File: config.mk
export PLATFORM = sky130hd
export DESIGN_NAME = time_ordered_event_queue_core_flat
export DESIGN_NICKNAME = d
export VERILOG_FILES = /design/src/toq_pkg.sv /design/src/toq_in_if.sv /design/src/toq_out_if.sv /design/src/time_ordered_event_queue_core.sv /design/src/toq_ctrl.sv /design/src/toq_datapath.sv /design/src/flat_wrapper.sv
export SDC_FILE = /design/constraint.sdc
export NUM_CORES = 2
export LEC_CHECK = 0
export BUFFER_PORTS_ARGS = -buffer_cell sky130_fd_sc_hd__buf_2
export CAP_MARGIN = 10
export CORE_MARGIN = 1
export CORE_UTILIZATION = 37
export DETAILED_ROUTE_END_ITERATION = 6
export SYNTH_ARGS = -nofsm -noshare
export SYNTH_HDL_FRONTEND = slang
export SYNTH_SLANG_ARGS = --single-unit
File: constraint.sdc
create_clock -name clk -period 5 [get_ports clk]
set_input_delay 0 -clock clk [delete_from_list [all_inputs] [get_ports clk]]
set_output_delay 0 -clock clk [all_outputs]
set_load 0.05 [all_outputs]
File: src/toq_pkg.sv
// ----------------------------------------------------------------------------
// toq_pkg
// Shared types and codes for the time-ordered event queue.
// ----------------------------------------------------------------------------
package toq_pkg;

    // Operation codes carried by an input item.
    localparam logic [1:0] OP_INSERT = 2'd0;
    localparam logic [1:0] OP_POP    = 2'd1;
    localparam logic [1:0] OP_CLEAR  = 2'd2;

    // Status codes reported with every result item.
    localparam logic [1:0] ST_OK    = 2'd0;
    localparam logic [1:0] ST_FULL  = 2'd1;
    localparam logic [1:0] ST_EMPTY = 2'd2;

    // One stored event.
    typedef struct packed {
        logic [7:0]  etype;
        logic [31:0] etime;
    } entry_t;

    // Commands from the controller to the datapath.
    typedef struct packed {
        logic accept;
        logic load;
    } ctrl_cmd_t;

    // Status from the datapath to the controller.
    typedef struct packed {
        logic full;
        logic empty;
    } dp_status_t;

endpackage

File: src/toq_in_if.sv
// ----------------------------------------------------------------------------
// toq_in_if
// Input channel: one operation item with valid/ready handshake.
// ----------------------------------------------------------------------------
interface toq_in_if;
    logic        valid;
    logic        ready;
    logic [1:0]  operation;
    logic [7:0]  event_type;
    logic [31:0] event_time;

    modport source (output valid, output operation, output event_type,
                    output event_time, input ready);
    modport sink   (input valid, input operation, input event_type,
                    input event_time, output ready);
endinterface

File: src/toq_out_if.sv
// ----------------------------------------------------------------------------
// toq_out_if
// Output channel: one result item with valid/ready handshake.
// ----------------------------------------------------------------------------
interface toq_out_if;
    logic        valid;
    logic        ready;
    logic [1:0]  status;
    logic        queue_empty;
    logic [7:0]  head_type;
    logic [31:0] head_time;
    logic [4:0]  occupancy;

    modport source (output valid, output status, output queue_empty,
                    output head_type, output head_time, output occupancy,
                    input ready);
    modport sink   (input valid, input status, input queue_empty,
                    input head_type, input head_time, input occupancy,
                    output ready);
endinterface

File: src/time_ordered_event_queue_core.sv
// ----------------------------------------------------------------------------
// time_ordered_event_queue_core
// Event queue kept sorted by time, with insert, pop and clear operations.
// ----------------------------------------------------------------------------
// The cell row updates at the edge that accepts an item; the result register
// loads in the cycle after. A new item is taken once that result is loaded and
// the output slot is free or being emptied. The QUEUE_DEPTH compare-and-shift
// cells place an insert or pop at the edge that accepts it; equal times keep
// arrival order. There is no clearing pass after reset.
module time_ordered_event_queue_core #(
    parameter int QUEUE_DEPTH = 16
) (
    input  logic             clk,
    input  logic             rst_n,
    toq_in_if.sink           cmd,
    toq_out_if.source        rsp
);
    import toq_pkg::*;

    ctrl_cmd_t  ctl;
    dp_status_t dp_stat;

    toq_ctrl u_ctrl (
        .clk       (clk),
        .rst_n     (rst_n),
        .in_valid  (cmd.valid),
        .in_ready  (cmd.ready),
        .operation (cmd.operation),
        .out_valid (rsp.valid),
        .out_ready (rsp.ready),
        .status    (rsp.status),
        .cmd       (ctl),
        .dp_stat   (dp_stat)
    );

    toq_datapath #(
        .QUEUE_DEPTH (QUEUE_DEPTH)
    ) u_datapath (
        .clk         (clk),
        .rst_n       (rst_n),
        .cmd         (ctl),
        .operation   (cmd.operation),
        .event_type  (cmd.event_type),
        .event_time  (cmd.event_time),
        .dp_stat     (dp_stat),
        .queue_empty (rsp.queue_empty),
        .head_type   (rsp.head_type),
        .head_time   (rsp.head_time),
        .occupancy   (rsp.occupancy)
    );

endmodule

File: src/toq_ctrl.sv
// ----------------------------------------------------------------------------
// toq_ctrl
// Controller: sequences accept and result load, owns the handshakes and
// the status code of each result item.
// ----------------------------------------------------------------------------
module toq_ctrl (
    input  logic                clk,
    input  logic                rst_n,
    input  logic                in_valid,
    output logic                in_ready,
    input  logic [1:0]          operation,
    output logic                out_valid,
    input  logic                out_ready,
    output logic [1:0]          status,
    output toq_pkg::ctrl_cmd_t  cmd,
    input  toq_pkg::dp_status_t dp_stat
);
    import toq_pkg::*;

    typedef enum logic {
        S_IDLE,
        S_RESULT
    } state_t;

    state_t     state_reg, state_next;
    logic       out_valid_reg, out_valid_next;
    logic [1:0] status_reg, status_next;
    logic       accept;

    // An item is taken only when the output slot is free or being emptied.
    assign in_ready = (state_reg == S_IDLE) && (!out_valid_reg || out_ready);
    assign accept   = in_valid && in_ready;

    assign cmd.accept = accept;
    assign cmd.load   = (state_reg == S_RESULT);
    assign out_valid  = out_valid_reg;
    assign status     = status_reg;

    // Next state, result flag and status code.
    always_comb
    begin
        state_next     = state_reg;
        out_valid_next = out_valid_reg;
        status_next    = status_reg;
        if (out_valid_reg && out_ready)
        begin
            out_valid_next = 1'b0;
        end
        case (state_reg)
            S_IDLE:
            begin
                if (accept)
                begin
                    state_next = S_RESULT;
                    if (operation == OP_INSERT && dp_stat.full)
                    begin
                        status_next = ST_FULL;
                    end
                    else if (operation == OP_POP && dp_stat.empty)
                    begin
                        status_next = ST_EMPTY;
                    end
                    else
                    begin
                        status_next = ST_OK;
                    end
                end
            end
            S_RESULT:
            begin
                state_next     = S_IDLE;
                out_valid_next = 1'b1;
            end
            default:
            begin
                state_next = S_IDLE;
            end
        endcase
    end

    always_ff @(posedge clk or negedge rst_n)
    begin
        if (!rst_n)
        begin
            state_reg     <= S_IDLE;
            out_valid_reg <= 1'b0;
            status_reg    <= ST_OK;
        end
        else
        begin
            state_reg     <= state_next;
            out_valid_reg <= out_valid_next;
            status_reg    <= status_next;
        end
    end

endmodule

File: src/toq_datapath.sv
// ----------------------------------------------------------------------------
// toq_datapath
// Sorted row of compare-and-shift cells, occupancy tracking and the
// result payload register.
// ----------------------------------------------------------------------------
module toq_datapath #(
    parameter int QUEUE_DEPTH = 16
) (
    input  logic                clk,
    input  logic                rst_n,
    input  toq_pkg::ctrl_cmd_t  cmd,
    input  logic [1:0]          operation,
    input  logic [7:0]          event_type,
    input  logic [31:0]         event_time,
    output toq_pkg::dp_status_t dp_stat,
    output logic                queue_empty,
    output logic [7:0]          head_type,
    output logic [31:0]         head_time,
    output logic [4:0]          occupancy
);
    import toq_pkg::*;

    localparam int CNT_W = $clog2(QUEUE_DEPTH + 1);

    entry_t                 cell_reg [QUEUE_DEPTH];
    entry_t                 cell_next [QUEUE_DEPTH];
    logic [QUEUE_DEPTH-1:0] occ_reg, occ_next;
    logic [QUEUE_DEPTH-1:0] le;
    logic [CNT_W-1:0]       count_reg, count_next;
    logic                   do_insert, do_pop, do_clear;
    entry_t                 new_entry;
    logic                   empty_res_reg;
    logic [7:0]             head_type_reg;
    logic [31:0]            head_time_reg;
    logic [4:0]             occupancy_reg;

    assign dp_stat.full  = occ_reg[QUEUE_DEPTH-1];
    assign dp_stat.empty = !occ_reg[0];

    assign do_insert = cmd.accept && operation == OP_INSERT && !dp_stat.full;
    assign do_pop    = cmd.accept && operation == OP_POP && !dp_stat.empty;
    assign do_clear  = cmd.accept && operation == OP_CLEAR;

    assign new_entry.etype = event_type;
    assign new_entry.etime = event_time;

    // Each cell keeps, takes the new event, or shifts in from a neighbor.
    for (genvar i = 0; i < QUEUE_DEPTH; i++)
    begin : g_cell
        assign le[i] = occ_reg[i] && (cell_reg[i].etime <= event_time);

        always_comb
        begin
            cell_next[i] = cell_reg[i];
            occ_next[i]  = occ_reg[i];
            if (do_insert)
            begin
                if (i == 0)
                begin
                    occ_next[i] = 1'b1;
                    if (!le[i])
                    begin
                        cell_next[i] = new_entry;
                    end
                end
                else
                begin
                    occ_next[i] = occ_reg[i] | occ_reg[(i > 0) ? i - 1 : 0];
                    if (!le[i])
                    begin
                        cell_next[i] = le[(i > 0) ? i - 1 : 0] ? new_entry
                                                               : cell_reg[(i > 0) ? i - 1 : 0];
                    end
                end
            end
            else if (do_pop)
            begin
                if (i == QUEUE_DEPTH - 1)
                begin
                    occ_next[i] = 1'b0;
                end
                else
                begin
                    occ_next[i]  = occ_reg[(i < QUEUE_DEPTH - 1) ? i + 1 : i];
                    cell_next[i] = cell_reg[(i < QUEUE_DEPTH - 1) ? i + 1 : i];
                end
            end
            else if (do_clear)
            begin
                occ_next[i] = 1'b0;
            end
        end

        always_ff @(posedge clk)
        begin
            cell_reg[i] <= cell_next[i];
        end
    end

    // Event count follows the occupied cells.
    always_comb
    begin
        count_next = count_reg;
        if (do_insert)
        begin
            count_next = count_reg + CNT_W'(1);
        end
        else if (do_pop)
        begin
            count_next = count_reg - CNT_W'(1);
        end
        else if (do_clear)
        begin
            count_next = '0;
        end
    end

    always_ff @(posedge clk or negedge rst_n)
    begin
        if (!rst_n)
        begin
            occ_reg   <= '0;
            count_reg <= '0;
        end
        else
        begin
            occ_reg   <= occ_next;
            count_reg <= count_next;
        end
    end

    // Result payload is captured from the updated cells.
    always_ff @(posedge clk)
    begin
        if (cmd.load)
        begin
            empty_res_reg <= !occ_reg[0];
            head_type_reg <= occ_reg[0] ? cell_reg[0].etype : 8'd0;
            head_time_reg <= occ_reg[0] ? cell_reg[0].etime : 32'd0;
            occupancy_reg <= 5'(count_reg);
        end
    end

    assign queue_empty = empty_res_reg;
    assign head_type   = head_type_reg;
    assign head_time   = head_time_reg;
    assign occupancy   = occupancy_reg;

endmodule

File: src/flat_wrapper.sv
// flat-port wrapper written by rule: the top's interface ports become plain ports
module time_ordered_event_queue_core_flat import toq_pkg::*;
#(
    parameter int QUEUE_DEPTH = 16
)
  (clk, rst_n, cmd_valid, cmd_operation, cmd_event_type, cmd_event_time, cmd_ready, rsp_valid, rsp_status, rsp_queue_empty, rsp_head_type, rsp_head_time, rsp_occupancy, rsp_ready);
  toq_in_if cmd_i ();
  toq_out_if rsp_i ();
  input  logic clk;
  input  logic rst_n;
  input wire logic [$bits(cmd_i.valid)-1:0] cmd_valid;
  input wire logic [$bits(cmd_i.operation)-1:0] cmd_operation;
  input wire logic [$bits(cmd_i.event_type)-1:0] cmd_event_type;
  input wire logic [$bits(cmd_i.event_time)-1:0] cmd_event_time;
  output wire logic [$bits(cmd_i.ready)-1:0] cmd_ready;
  output wire logic [$bits(rsp_i.valid)-1:0] rsp_valid;
  output wire logic [$bits(rsp_i.status)-1:0] rsp_status;
  output wire logic [$bits(rsp_i.queue_empty)-1:0] rsp_queue_empty;
  output wire logic [$bits(rsp_i.head_type)-1:0] rsp_head_type;
  output wire logic [$bits(rsp_i.head_time)-1:0] rsp_head_time;
  output wire logic [$bits(rsp_i.occupancy)-1:0] rsp_occupancy;
  input wire logic [$bits(rsp_i.ready)-1:0] rsp_ready;
  assign cmd_i.valid = cmd_valid;
  assign cmd_i.operation = cmd_operation;
  assign cmd_i.event_type = cmd_event_type;
  assign cmd_i.event_time = cmd_event_time;
  assign cmd_ready = cmd_i.ready;
  assign rsp_valid = rsp_i.valid;
  assign rsp_status = rsp_i.status;
  assign rsp_queue_empty = rsp_i.queue_empty;
  assign rsp_head_type = rsp_i.head_type;
  assign rsp_head_time = rsp_i.head_time;
  assign rsp_occupancy = rsp_i.occupancy;
  assign rsp_i.ready = rsp_ready;
  time_ordered_event_queue_core #(.QUEUE_DEPTH(QUEUE_DEPTH)) u_core (.clk(clk), .rst_n(rst_n), .cmd(cmd_i), .rsp(rsp_i));
endmodule
# Yosys cells after proc, flatten, opt, wreduce, memory -nomap -nowiden
# Memories as Yosys holds them, arrays and structs flattened.
# Cells that the tools add are included.
[word_totals]
input_bits = 46
n_memories = 1
reg_bits = 71
elab_cells = 184
mem_bits_rw = 640
[memory_table]
columns = ["name", "words", "word_bits", "read_ports", "rd_clocked_by_memory_dff", "wr", "line", "rtl"]
rows = [
  ["u_core.u_datapath.cell_reg", 16, 40, 16, 0, 16, "toq_datapath.sv:25", "entry_t cell_reg [QUEUE_DEPTH];"],
]
[classes]
n_lt_le_gt_ge = 16
n_mux = 104
bitwise = 16
add_sub_neg = 2
eq_ne = 2
reduce_logical = 34
[op_table]
columns = ["cell", "count"]
rows = [
  ["$mux 40", 62],
  ["$le 32x32->1", 16],
  ["$mux 1", 36],
  ["$logic_and 1x1->1", 26],
  ["$mux 5", 3],
  ["$or 1x1->1", 15],
  ["$add 5x1->5 const B", 1],
  ["$sub 5x1->5 const B", 1],
  ["$mux 2", 2],
  ["$logic_not 1->1", 3],
  ["$reduce_bool 3->1", 1],
  ["$eq 2x1->1 const B", 1],
  ["$eq 2x2->1 const B", 1],
  ["$logic_not 2->1", 1],
  ["$pmux 1 s2", 1],
  ["$reduce_and 2->1", 1],
  ["$reduce_bool 2->1", 1],
  ["$logic_or 1x1->1", 1],
  ["$not 1->1", 1],
]

# Depth between registers and ports, before layout
[logic_depth]
word_depth = 8
ltp_mapped = 13
depth_no_buf = 10

# Modules after synthesis
# From an unflattened synthesis, not the netlist that was laid out.
[hier_totals]
hier_cells = 4334
area_unflattened_um2 = 45114.5
[modules_own_cells]
columns = ["mod", "instances", "cells_each", "seq_area_each_um2", "area_per_inst_um2"]
rows = [
  ["toq_datapath", 1, 4318, 21125.3, 44911.8],
  ["toq_ctrl", 1, 16, 100.1, 202.7],
]

# Worst setup path after synthesis
# OpenSTA, ideal clock, no wires.
[synth_timing]
path_kind = "register to register"
from = "register u_core.u_ctrl.state_reg (netlist name)"
to = "memory u_core.u_datapath.cell_reg[0][40] in the netlist's numbering, enable pin"
n_path_buf = 2
path_stages_with_launch = 8
slack_ps = -861
arrival_ps = 5369
cell_sequence = "dfrtp_1 a21oi_2 nand2_1 inv_1 nand2_2 clkbuf_1 clkbuf_1 o21ai_0"
[synth_rtl]
columns = ["element", "line"]
rows = [
  ["end, declared", "toq_datapath.sv:25"],
]

==> out/qor.csv <==
stage;metric;value;unit
route;vias_per_cell;6.29;
placed_design;dp_hpwl;101000;um
global_routing;track_usage;0.230;
synthesis;syn_area;0.0452;mm2
placed_design;port_buffers;95;
route;drc_errors;0;
route;first_iter_violations;4418;
critical_path;max_stage_delay;0.88;ns
finish;largest_reg_flops;640;
critical_path;crit_path_cell_trace;dlygate4sd3_1, buf_2, inv_1, ha_1, nand4_1, nor4_1, nand3_1, o311a_1, a21oi_4, and2_1, buf_4, o21ai_0;
pwr;p_per_area;315;mW/mm2
global_routing;grt_pass1_wl;223000;um
synthesis;ys_seq_elements;711;
timing;period_share;0.869;
outcome;status;finished clean;
synthesis;synth_fp_nets;4892;
pwr;vdd_ir_drop_max;0.312;mV
route;wire_per_inst;24.5;um
finish;syn_to_final_growth;10.8;%
pwr;switching_share;0.295;
pwr;internal_power;11.1;mW
timing;max_slew_margin;0.206;
floorplan;die_width;352;um
floorplan;die_area;0.124;mm2
clock_tree;root_buffer;clkbuf_16;
finish;mostFrequentLayoutCells;nand2_1 (696), edfxtp_1 (686), a32oi_1 (560), ha_1 (482), o21ai_0 (370);
route;via_count;37500;
finish;fillers;11600;
global_routing;antenna_found_initial;5;
floorplan;fp.dieH;352;um
synthesis;synth_top_family_by_area;compound AO/OA/AOI/OAI gates;
synthesis;synthSimpleGateAreaFrac;0.106;
synthesis;synth_area_leaders;edfxtp_1 (46%), ha_1 (13%), a32oi_1 (11%);
synthesis;synth_area_leader_cell;edfxtp_1;
timing;fmax;0.230;GHz
synthesis;yosysSeqAreaShare;0.470;
critical_path;crit_path_max_fanout;40;
floorplan;core_area;0.120;mm2
synthesis;synthXorXnorAreaFrac;0;
clock_tree;cts.path.max_buffers;3;
pwr;seqPwrFrac;0.463;
timing;setup_slack;0.656;ns
timing;period_needed;4.34;ns
finish;fin_nets;4818;
finish;final_common_cell;nand2_1;
pwr;switchingPower;4.65;mW
clock_tree;tritoncts;built;
critical_path;cp.arrival;4.70;ns
finish;ff_latch_area;0.0212;mm2
critical_path;cp.required;5.35;ns
critical_path;critPathCaptureType;flip-flop;
timing;hold_viol_final;0;
synthesis;synth.area.mux_share;0.00997;
timing;skew;0.0267;ns
placed_design;gp_congestion;0.878;
pwr;pwr-share-clk;0.365;
floorplan;rows;127;
synthesis;synthCells;4364;
pwr;share_comb_of_total_power;0.172;
critical_path;slowest_stage;nor4_1;
critical_path;cp-start-kind;input port;
timing;rsz0062_at_grt;no;
timing;worst_pin_slew;1.19;ns
critical_path;worst-path-buf-inv;4;
global_routing;grt_overflow;0;
critical_path;critPathTopFamily;simple AND/OR/NAND/NOR gates;
timing;setup_tns;0;ns
synthesis;synth_compound_area_frac;0.235;
clock_tree;clkTransAtPathRegs;0.06;ns
global_routing;first_global_vias;36400;
synthesis;avgSynthCellArea;10.4;um2
floorplan;initial_core_util;0.375;
clock_tree;worstSkewPairLatency;0.65;ns
finish;multiInputGateArea;0.0222;mm2
route;dr.pass1.iters;6;
synthesis;synth_fa_ha_area_frac;0.133;
clock_tree;cts_made_buffers;77;
synthesis;ys_warn_count;0;
timing;maxSlewViolCount;0;
floorplan;io_pins;96;
clock_tree;clock_sinks;711;
route;routed_wl;146000;um
critical_path;critical_path_class;input port to flip-flop;
route;antenna_left;0;
synthesis;yosysTopAreaCellShare;0.456;
finish;drive_gt1_frac;0.0943;
global_routing;grt_max_degree;217;
placed_design;place_ws;0.575;ns
hold_path;min_path_type;input port to flip-flop;
job;max-cap-violations;0;
clock_tree;htreeDepth;3;
timing;setup_viol;0;
pwr;leakage;17.6;nW
synthesis;ys_types;44;
stage by stage:
step	util	hold WS, ns	cells	total power, mW	instance area (um2)
3_5_place_dp	0.392	0.0623	5787	10.0	47200
3_3_place_gp	0.392	0.0570	5787	9.98	47200
2_1_floorplan	-	-0.296	4364	9.15	45200
6_report	0.416	0.0477	5967	15.8	50100
4_1_cts	0.415	0.00335	5961	15.8	50000
5_1_grt	0.416	0.0589	5967	16.3	50100
worst min-delay path: cells and delay by family:
family | cells | cell delay [ns]
AO/OA/AOI/OAI | 2 | 0.22
buffers and inverters | 1 | 0.35
power groups by stage:
| stage | registers (mW) | logic [mW] | clock network, mW |
|---|---|---|---|
| floorplan | 7.47 | 1.67 | 0 |
| global placement | 7.39 | 2.58 | 0 |
| detailed placement | 7.40 | 2.65 | 0 |
| CTS | 7.27 | 2.68 | 5.84 |
| global route | 7.32 | 2.97 | 6.03 |
| finish | 7.29 | 2.71 | 5.75 |
cells in the mapped netlist (all sizes together):
| cell type | count |
|---|---|
| a2111o | 14 |
| a211oi | 1 |
| a21boi | 28 |
| a21o | 33 |
| a21oi | 226 |
| a221o | 29 |
| a221oi | 4 |
| a22o | 2 |
| a22oi | 1 |
| a2bb2oi | 1 |
| a311oi | 1 |
| a31oi | 1 |
| a32oi | 560 |
| and2 | 65 |
| and3 | 3 |
| and4 | 22 |
| buf | 196 |
| clkbuf | 216 |
| dfrtp | 25 |
| edfxtp | 686 |
| ha | 482 |
| inv | 65 |
| mux2 | 40 |
| nand2 | 697 |
| nand3 | 86 |
| nand4 | 83 |
| nor2 | 67 |
| nor2b | 16 |
| nor3 | 5 |
| nor4 | 25 |
| nor4b | 1 |
| nor4bb | 4 |
| o211ai | 16 |
| o21ai | 633 |
| o22ai | 1 |
| o311a | 14 |
| o31ai | 14 |
| o32ai | 1 |
timing repair:
action / 4_1_cts / 5_1_grt
hold buffers: 35 / 0
hold endpoints to repair: 130 / 0
resized for setup: 0 / 0
setup endpoints to repair: 0 / 0
buffers inserted: 0 / 0
per-layer routing:
| metal | GRT usage | wire, um |
|---|---|---|
| met5 | 0 | 0 |
| met3 | 0.0238 | 9580 |
| met4 | 0.0804 | 4110 |
| met2 | 0.380 | 69100 |
| met1 | 0.312 | 63400 |
path summary, 6_finish.rpt:
check | start | endpoint | slack, ns | cells past startpoint
worst max register to register | u_core.u_datapath.cell_reg[0][70]$_DFFE_PP_ | u_core.u_datapath.cell_reg[0][95]$_DFFE_PP_ | 0.86 | 9
min in group asynchronous | rst_n | u_core.u_datapath.occ_reg[7]$_DFFE_PN0P_ | 0.48 | 4
worst max-delay path | cmd_event_time[27] | u_core.u_datapath.cell_reg[0][95]$_DFFE_PP_ | 0.66 | 12
worst min-delay path | cmd_event_time[6] | u_core.u_datapath.cell_reg[0][86]$_DFFE_PP_ | 0.05 | 3
max in group asynchronous | rst_n | u_core.u_ctrl.state_reg$_DFF_PN0_ | 4.33 | 4
worst min register to register | u_core.u_datapath.count_reg[4]$_DFFE_PN0P_ | u_core.u_datapath.count_reg[4]$_DFFE_PN0P_ | 0.48 | 1
final cells by class:
class | instances | share of cell area
diodes | 5 | 0.000250
clock buffers | 109 | 0.0430
clock inverters | 30 | 0.00570
inverters | 65 | 0.00502
multi-input cells | 3176 | 0.443
flip-flops and latches | 711 | 0.424
well taps | 1612 | 0.0403
repair buffers | 259 | 0.0383
cells by family after synthesis:
| family | after synthesis |
|---|---|
| muxes | 40 |
| DFF | 711 |
| adders and majority gates | 482 |
| and+or+nand+nor | 1074 |
| AOI/OAI and AO/OA | 1580 |
| buffers and inverters | 477 |
(Power assumes the default switching activity.)
